===== config.mk =====
export PLATFORM = sky130hd
export DESIGN_NAME = bounded_stack_with_search_core
export DESIGN_NICKNAME = d
export VERILOG_FILES = /design/src/rtl/core/bss_pkg.sv /design/src/rtl/core/bss_ram.sv /design/src/rtl/core/bounded_stack_with_search_core.sv
export SDC_FILE = /design/constraint.sdc
export NUM_CORES = 1
export LEC_CHECK = 0
export BUFFER_PORTS_ARGS = -buffer_cell sky130_fd_sc_hd__buf_2
export CAP_MARGIN = 40
export CORE_MARGIN = 2
export CORE_UTILIZATION = 45
export CTS_CLUSTER_SIZE = 12
export DETAILED_ROUTE_END_ITERATION = 7
export HOLD_SLACK_MARGIN = 0.03
export PLACE_DENSITY_LB_ADDON = 0.25
export SYNTH_ARGS = -nofsm -noshare
export SYNTH_HDL_FRONTEND = slang
export SYNTH_SLANG_ARGS = --single-unit

===== constraint.sdc =====
create_clock -name clk_i -period 10.55 [get_ports clk_i]
set_clock_uncertainty 0.2 [all_clocks]
set_input_delay 0 -clock clk_i [delete_from_list [all_inputs] [get_ports clk_i]]
set_output_delay 0 -clock clk_i [all_outputs]
set_load 0.005 [all_outputs]

===== src/rtl/core/bss_pkg.sv =====
package bss_pkg;

  // Default number of stack entries.
  localparam int unsigned BSS_DEPTH = 16;

  // Payload widths fixed by the interface.
  localparam int unsigned WORD_W   = 32;
  localparam int unsigned CMD_W    = 2;
  localparam int unsigned STATUS_W = 3;
  localparam int unsigned POS_W    = 4;
  localparam int unsigned OCC_W    = 5;

  // Command codes carried by an input transaction.
  typedef enum logic [CMD_W-1:0] {
    CMD_PUSH   = 2'd0,
    CMD_POP    = 2'd1,
    CMD_SEARCH = 2'd2
  } cmd_e;

  // Status codes carried by a result transaction.
  typedef enum logic [STATUS_W-1:0] {
    ST_PUSHED      = 3'd0,
    ST_FULL        = 3'd1,
    ST_POPPED      = 3'd2,
    ST_EMPTY       = 3'd3,
    ST_SEARCH_DONE = 3'd4
  } status_e;

  // Control sequencer states.
  typedef enum logic [1:0] {
    S_IDLE,
    S_POP_RD,
    S_SCAN,
    S_DONE
  } state_e;

endpackage


===== src/rtl/core/bss_ram.sv =====
module bss_ram #(
  parameter int unsigned Width = 32,
  parameter int unsigned Depth = 16,
  localparam int unsigned AddrW = (Depth > 1) ? $clog2(Depth) : 1
) (
  input  logic             clk_i,
  input  logic             we_i,
  input  logic [AddrW-1:0] waddr_i,
  input  logic [Width-1:0] wdata_i,
  input  logic [AddrW-1:0] raddr_i,
  output logic [Width-1:0] rdata_o
);

  logic [Width-1:0] mem_q [Depth];
  logic [Width-1:0] rdata_q;

  // One write port and one read port; read data is registered and appears in the cycle after the address.
  always_ff @(posedge clk_i) begin
    if (we_i) begin
      mem_q[waddr_i] <= wdata_i;
    end
    rdata_q <= mem_q[raddr_i];
  end

  assign rdata_o = rdata_q;

endmodule


===== src/rtl/core/bounded_stack_with_search_core.sv =====
// Bounded LIFO stack of signed 32-bit words with a linear search.
// Input channel (in_valid_i / in_ready_o) carries cmd_i and value_i: push stores
// value_i on top, pop removes the top word, search looks for value_i among the
// occupied entries from the bottom up. Every input transaction yields exactly one
// result transaction on the output channel (out_valid_o / out_ready_i) with
// status, popped data, found flag, lowest matching position and occupancy.
// Push, unused commands, and pop or search on an empty stack go from acceptance
// straight to the done state, where the result waits for the output register;
// a pop first reads the top word from the stack memory; a search streams the
// occupied entries one per cycle through the single read port of the stack
// memory and compares each, stopping at the first match or the last entry.
// One command is processed at a time; a new one is taken once the previous
// result has been handed to the output register.
// If the receiver stalls, the result waits in the output register; the next
// command is still accepted and processed, and its result waits for the slot.
// Reset empties the stack and clears all handshake state; memory contents are
// not cleared, since only data read from written entries is ever used.
module bounded_stack_with_search_core
  import bss_pkg::*;
#(
  parameter int unsigned DEPTH = BSS_DEPTH
) (
  input  logic                       clk_i,
  input  logic                       rst_ni,
  input  logic                       in_valid_i,
  output logic                       in_ready_o,
  input  logic [CMD_W-1:0]           cmd_i,
  input  logic signed [WORD_W-1:0]   value_i,
  output logic                       out_valid_o,
  input  logic                       out_ready_i,
  output logic [STATUS_W-1:0]        status_o,
  output logic signed [WORD_W-1:0]   data_o,
  output logic                       found_o,
  output logic [POS_W-1:0]           position_o,
  output logic [OCC_W-1:0]           occupancy_o
);

  localparam int unsigned AW = (DEPTH > 1) ? $clog2(DEPTH) : 1;
  localparam int unsigned CW = $clog2(DEPTH + 1);
  localparam logic [CW-1:0] FullCount = CW'(DEPTH);

  state_e state_q, state_d;

  logic [CW-1:0]       count_q, count_d;
  logic [CW-1:0]       rd_idx_q, rd_idx_d;
  logic [CW-1:0]       cmp_idx_q, cmp_idx_d;
  logic                cmp_vld_q, cmp_vld_d;
  logic [WORD_W-1:0]   key_q, key_d;

  // Result waiting in the sequencer.
  status_e             res_status_q, res_status_d;
  logic [WORD_W-1:0]   res_data_q, res_data_d;
  logic                res_found_q, res_found_d;
  logic [POS_W-1:0]    res_pos_q, res_pos_d;

  // Output register.
  logic                out_valid_q, out_valid_d;
  status_e             out_status_q;
  logic [WORD_W-1:0]   out_data_q;
  logic                out_found_q;
  logic [POS_W-1:0]    out_pos_q;
  logic [OCC_W-1:0]    out_occ_q;

  logic                in_fire;
  logic                out_free;
  logic                load_out;
  cmd_e                cmd;
  logic                scan_hit;
  logic                scan_last;
  logic                scan_issue;

  logic                ram_we;
  logic [AW-1:0]       ram_waddr;
  logic [AW-1:0]       ram_raddr;
  logic [WORD_W-1:0]   ram_rdata;

  assign cmd        = cmd_e'(cmd_i);
  assign in_ready_o = (state_q == S_IDLE);
  assign in_fire    = in_valid_i && in_ready_o;
  assign out_free   = !out_valid_q || out_ready_i;
  assign load_out   = (state_q == S_DONE) && out_free;

  // Scan pipeline: one read issued and one entry compared per cycle.
  assign scan_issue = (rd_idx_q < count_q);
  assign scan_hit   = cmp_vld_q && (ram_rdata == key_q);
  assign scan_last  = cmp_vld_q && (cmp_idx_q == count_q - CW'(1));

  // Memory port control: a push writes at the top, a pop reads just below it.
  assign ram_we    = in_fire && (cmd == CMD_PUSH) && (count_q < FullCount);
  assign ram_waddr = count_q[AW-1:0];
  always_comb begin
    if (in_fire) begin
      ram_raddr = AW'(count_q - CW'(1));
    end else begin
      ram_raddr = rd_idx_q[AW-1:0];
    end
  end

  bss_ram #(
    .Width (WORD_W),
    .Depth (DEPTH)
  ) u_stack_ram (
    .clk_i   (clk_i),
    .we_i    (ram_we),
    .waddr_i (ram_waddr),
    .wdata_i (value_i),
    .raddr_i (ram_raddr),
    .rdata_o (ram_rdata)
  );

  // Next state.
  always_comb begin
    state_d = state_q;
    unique case (state_q)
      S_IDLE: begin
        if (in_fire) begin
          if (cmd == CMD_POP && count_q != '0) begin
            state_d = S_POP_RD;
          end else if (cmd == CMD_SEARCH && count_q != '0) begin
            state_d = S_SCAN;
          end else begin
            state_d = S_DONE;
          end
        end
      end
      S_POP_RD: begin
        state_d = S_DONE;
      end
      S_SCAN: begin
        if (scan_hit || scan_last) begin
          state_d = S_DONE;
        end
      end
      S_DONE: begin
        if (out_free) begin
          state_d = S_IDLE;
        end
      end
      default: begin
        state_d = S_IDLE;
      end
    endcase
  end

  // Datapath and result updates for each state.
  always_comb begin
    count_d      = count_q;
    rd_idx_d     = rd_idx_q;
    cmp_idx_d    = cmp_idx_q;
    cmp_vld_d    = 1'b0;
    key_d        = key_q;
    res_status_d = res_status_q;
    res_data_d   = res_data_q;
    res_found_d  = res_found_q;
    res_pos_d    = res_pos_q;
    unique case (state_q)
      S_IDLE: begin
        if (in_fire) begin
          res_status_d = ST_SEARCH_DONE;
          res_data_d   = '0;
          res_found_d  = 1'b0;
          res_pos_d    = '0;
          key_d        = value_i;
          rd_idx_d     = '0;
          unique case (cmd)
            CMD_PUSH: begin
              if (count_q < FullCount) begin
                count_d      = count_q + CW'(1);
                res_status_d = ST_PUSHED;
              end else begin
                res_status_d = ST_FULL;
              end
            end
            CMD_POP: begin
              if (count_q != '0) begin
                count_d      = count_q - CW'(1);
                res_status_d = ST_POPPED;
              end else begin
                res_status_d = ST_EMPTY;
              end
            end
            CMD_SEARCH: begin
              res_status_d = ST_SEARCH_DONE;
            end
            default: begin
              res_status_d = ST_SEARCH_DONE;
            end
          endcase
        end
      end
      S_POP_RD: begin
        res_data_d = ram_rdata;
      end
      S_SCAN: begin
        if (scan_hit) begin
          res_found_d = 1'b1;
          res_pos_d   = POS_W'(cmp_idx_q);
        end else if (!scan_last && scan_issue) begin
          cmp_vld_d = 1'b1;
          cmp_idx_d = rd_idx_q;
          rd_idx_d  = rd_idx_q + CW'(1);
        end
      end
      S_DONE: begin
      end
      default: begin
      end
    endcase
  end

  // Output register valid flag.
  always_comb begin
    out_valid_d = out_valid_q;
    if (load_out) begin
      out_valid_d = 1'b1;
    end else if (out_ready_i) begin
      out_valid_d = 1'b0;
    end
  end

  // Control registers.
  always_ff @(posedge clk_i or negedge rst_ni) begin
    if (!rst_ni) begin
      state_q     <= S_IDLE;
      count_q     <= '0;
      rd_idx_q    <= '0;
      cmp_idx_q   <= '0;
      cmp_vld_q   <= 1'b0;
      out_valid_q <= 1'b0;
    end else begin
      state_q     <= state_d;
      count_q     <= count_d;
      rd_idx_q    <= rd_idx_d;
      cmp_idx_q   <= cmp_idx_d;
      cmp_vld_q   <= cmp_vld_d;
      out_valid_q <= out_valid_d;
    end
  end

  // Payload registers.
  always_ff @(posedge clk_i) begin
    key_q        <= key_d;
    res_status_q <= res_status_d;
    res_data_q   <= res_data_d;
    res_found_q  <= res_found_d;
    res_pos_q    <= res_pos_d;
    if (load_out) begin
      out_status_q <= res_status_q;
      out_data_q   <= res_data_q;
      out_found_q  <= res_found_q;
      out_pos_q    <= res_pos_q;
      out_occ_q    <= OCC_W'(count_q);
    end
  end

  assign out_valid_o = out_valid_q;
  assign status_o    = out_status_q;
  assign data_o      = out_data_q;
  assign found_o     = out_found_q;
  assign position_o  = out_pos_q;
  assign occupancy_o = out_occ_q;

endmodule

==> results list <==
- Final hold violation count: 0
- Buffers inserted during clock tree synthesis total 71.
- In the synthesized netlist the dominant register cell turns out to be sky130_fd_sc_hd__edfxtp_1.
* PortBufs: 84
* Hold/Removal Path Class: input pin to register
- Layout cells sized above 1: 25.62%
* Total wire length after detailed routing: 56030 um
- Fraction of the core area covered by cells at the end of the flow: 52.96%
- Data on the critical path is required at its endpoint by 10.80 ns.
- 0 antenna diodes ended up in the layout.
- Highest Clock Rate: 230.4 MHz
- Global routing consumed, over all layers together, 19.39% of the routing resources.
* Area of the die: 0.05906 mm2
* Count of vias placed by the detailed router: 12020
- In this run the worst path has a maximum fanout of 94.
- For the pin with the worst max-slew slack, the measured transition is 0.8799 ns.
- Each instance of the synthesized netlist takes up on average 21.66 um2.
* FF-to-FF path depth: 10
* Number of cells produced by synthesis: 1187
* CP arrival: 4.59 ns
- Max-cap viol count: 0
* Final Net Count: 1418
- In this run, the number of DRC markers left after iteration 0 of detailed routing was 1075.
* Clk buf depth: 3
- Slew Limit Headroom: 41.34%
- The slowest stage of the critical path is the sky130_fd_sc_hd__buf_4 cell.
- STA classifies the critical path endpoint as a register.
* Commonest cells after routing, fill and taps aside: sky130_fd_sc_hd__edfxtp_1 (629), sky130_fd_sc_hd__mux4_2 (128), sky130_fd_sc_hd__mux2i_1 (97)
- The design draws 7.715 mW.
* Mean routed wirelength per cell: 25.74 um
* Peak VDD IR: 301.1 uV
- Standard-cell rows: 87
* Number of global-route vias before repair: 12450
- Number of warnings reported in the yosys synthesis log: 0
- The analysis attributes to cell leakage a power of 9.907 nW.
- Setup repair after global routing missed its margin: no
- Number of distinct library cell variants in the gate-level netlist after synthesis: 49
* Gr ovfl total: 0
- Setup TNS: 0 ns
- Crit path buf inv count: 3
- Sequential cells were found to cover 77.81% of the synthesized design area.
- After floorplanning, the core was sized to cover 0.05639 mm2.
- Clock Sinks: 680
- Delay of the slowest cell on the worst path: 0.70 ns
- Relative to the synthesized area, the layout overhead comes to 16.15%.
- Worst Setup Slack post-DPL: 6.126 ns
- The H-tree generated during clock tree synthesis spans 3 levels.
- Setup repair bufs after CTS: 0
* Die width: 243.0 um
* Logic depth of the worst path, buffers included: 10
* Total I/O pin count: 85
- Placed Area: 0.02731 mm2
- The initial utilization of the core area, before any placement, comes to 45.59%.
- Most common cell after layout, fill and taps aside: sky130_fd_sc_hd__edfxtp_1
* Maximum number of pins on one net before global-route repair: 95
- Minimum period implied by the final worst setup slack: 4.339 ns
- The number of antenna violations at the first check in global routing came to 1.
- Instance count along the most critical hold path: 3
- In this run, synthesis inferred 629 flip-flops with an integrated enable.
- DR DRC count: 0
- Clock Latency Late Sink: 0.61 ns
- STA classifies the critical path startpoint as a register.
- The final-report max-slew violation count was 0.
* Die height: 243.0 um
- Worst Slack Setup Final: 6.211 ns
- For this design the ratio of total power to cell area is 258.4 mW/mm2.
- The first global-routing pass estimated 82970 um of wire.
* Sum of net half-perimeters after detailed placement: 28210 um
* Final Wtd Congestion: 0.7507
- Post-DRT Antenna Nets: 0
- Most used cell along the critical path: sky130_fd_sc_hd__mux2i_1
- After clock tree synthesis, the clock-pin slew on the worst setup and hold paths is 0.06 ns.
- The first TritonRoute pass finished after 8 iterations.
- After synthesis the netlist holds a flip-flop and latch count of 680.
- Total nets after synthesis: 1238
* Proportion of synthesized flip-flops having asynchronous set or reset: 2.794%
- The kind of cell with the highest combined delay along the critical path is buffers and inverters.
- Tcrit/Tclk final: 41.13%
- Dividing the detail-routed via count by the number of cells gives 5.523.
- Setup violations remaining at the end of the flow were counted as 0.
- TritonCTS clock tree: built
* Total standard cell area after synthesis: 0.02571 mm2
* Cell Chain, Critical Path: inv_1, ha_1, nand2_1, nor2_1, a21oi_4, buf_12, buf_4, mux4_2, mux2i_1, mux2i_1
- The worst setup path is of the register to register kind.
* Fill cell instance count of the final layout: 4441
* Outcome: completed
- Design Area, Final: 0.02986 mm2
- Buffer cell driving the clock tree root: sky130_fd_sc_hd__clkbuf_16
synthesized netlist by cell type (11+ instances only):
master | instances | area [um2]
sky130_fd_sc_hd__edfxtp_1 | 629 | 18890
sky130_fd_sc_hd__mux4_2 | 128 | 2883
sky130_fd_sc_hd__mux2i_1 | 97 | 970.9
sky130_fd_sc_hd__and2_1 | 38 | 237.7
sky130_fd_sc_hd__buf_2 | 36 | 180.2
sky130_fd_sc_hd__dfxtp_1 | 32 | 640.6
sky130_fd_sc_hd__xor2_1 | 31 | 271.5
sky130_fd_sc_hd__nand2_1 | 26 | 97.59
sky130_fd_sc_hd__nor2_1 | 23 | 86.33
sky130_fd_sc_hd__dfrtp_1 | 19 | 475.5
sky130_fd_sc_hd__ha_1 | 13 | 162.7
sky130_fd_sc_hd__inv_1 | 12 | 45.04
sky130_fd_sc_hd__xnor2_1 | 11 | 96.34
state kept, by name, summed over array words and instances (netlist names):
name	count
u_stack_ram.mem_q	512
data_o	32
key_q	32
res_data_q	32
u_stack_ram.rdata_o	32
cmp_idx_q	5
count_q	5
occupancy_o	5
rd_idx_q	5
position_o	4
res_pos_q	4
res_status_q	3
status_o	3
state_q	2
cmp_vld_q	1
found_o	1
out_valid_o	1
res_found_q	1
through the flow:
step | hold WS (ns) | cells
3_3_place_gp | -0.2201 | 2004
4_1_cts | 0.09422 | 2175
5_1_grt | 0.1246 | 2177
2_1_floorplan | -0.4956 | 1187
6_report | 0.1234 | 2177
3_5_place_dp | -0.2137 | 2008
worst min-delay path: cells and delay by family:
| kind | cells | cell delay [ns] |
|---|---|---|
| buffers and inverters | 2 | 0.71 |
| and+or+nand+nor | 1 | 0.10 |
report_power, final:
part	internal (mW)	switching (mW)	leakage, nW
logic	0.885	1.04	2.66
registers	3.31	0.151	6.22
clock network	1.35	0.980	1.03
total	5.54	2.18	9.91
final cells by class:
cell class                      count  area (um2)  share of cell area (%)
Sequential cell                   680       20000                   66.99
Inverter                           12       45.04                  0.1508
Multi-Input combinational cell    446        5593                   18.73
Tap cell                          756       945.9                   3.168
Clock inverter                     17       146.4                  0.4903
Timing Repair Buffer              156        1140                   3.817
Clock buffer                      110        1986                   6.650
repair_timing:
| action | CTS | global route |
|---|---|---|
| setup endpoints to repair | 0 | 0 |
| hold buffers | 40 | 0 |
| resized for setup | 0 | 0 |
| hold endpoints to repair | 579 | 0 |
cells by family (layout without fill, tap and decap cells):
| group | count (synthesis) | after routing | synth area share [%] |
|---|---|---|---|
| DFF | 680 | 680 | 77.81 |
| AOI/OAI and AO/OA | 30 | 30 | 0.8859 |
| buffers and inverters | 61 | 295 | 1.124 |
| and+or+nand+nor | 127 | 127 | 2.687 |
| adders and majority gates | 13 | 13 | 0.6327 |
| xor gates and xnor gates | 43 | 43 | 1.518 |
| muxes | 233 | 233 | 15.34 |
per-layer routing:
metal | vias up | GRT usage (%) | routed length (um)
li1 | 5174 | - | -
met1 | 6402 | 28.53 | 25330
met2 | 366 | 30.02 | 26210
met3 | 79 | 3.815 | 3400
met4 | 2 | 4.818 | 1067
met5 | - | 0 | 13
path summary, 6_finish.rpt:
check | to | slack (ns) | startpoint
worst max-delay path | u_stack_ram.rdata_o[16] | 6.21 | state_q[0]
worst min-delay path | res_status_q[0] | 0.12 | cmd_i[1]
worst max register to register | u_stack_ram.rdata_o[16] | 6.21 | state_q[0]
worst min register to register | position_o[3] | 0.22 | res_pos_q[3]
max in group asynchronous | rd_idx_q[2] | 9.47 | rst_ni
min in group asynchronous | cmp_vld_q | 0.22 | rst_ni
(Power assumes the default switching activity.)
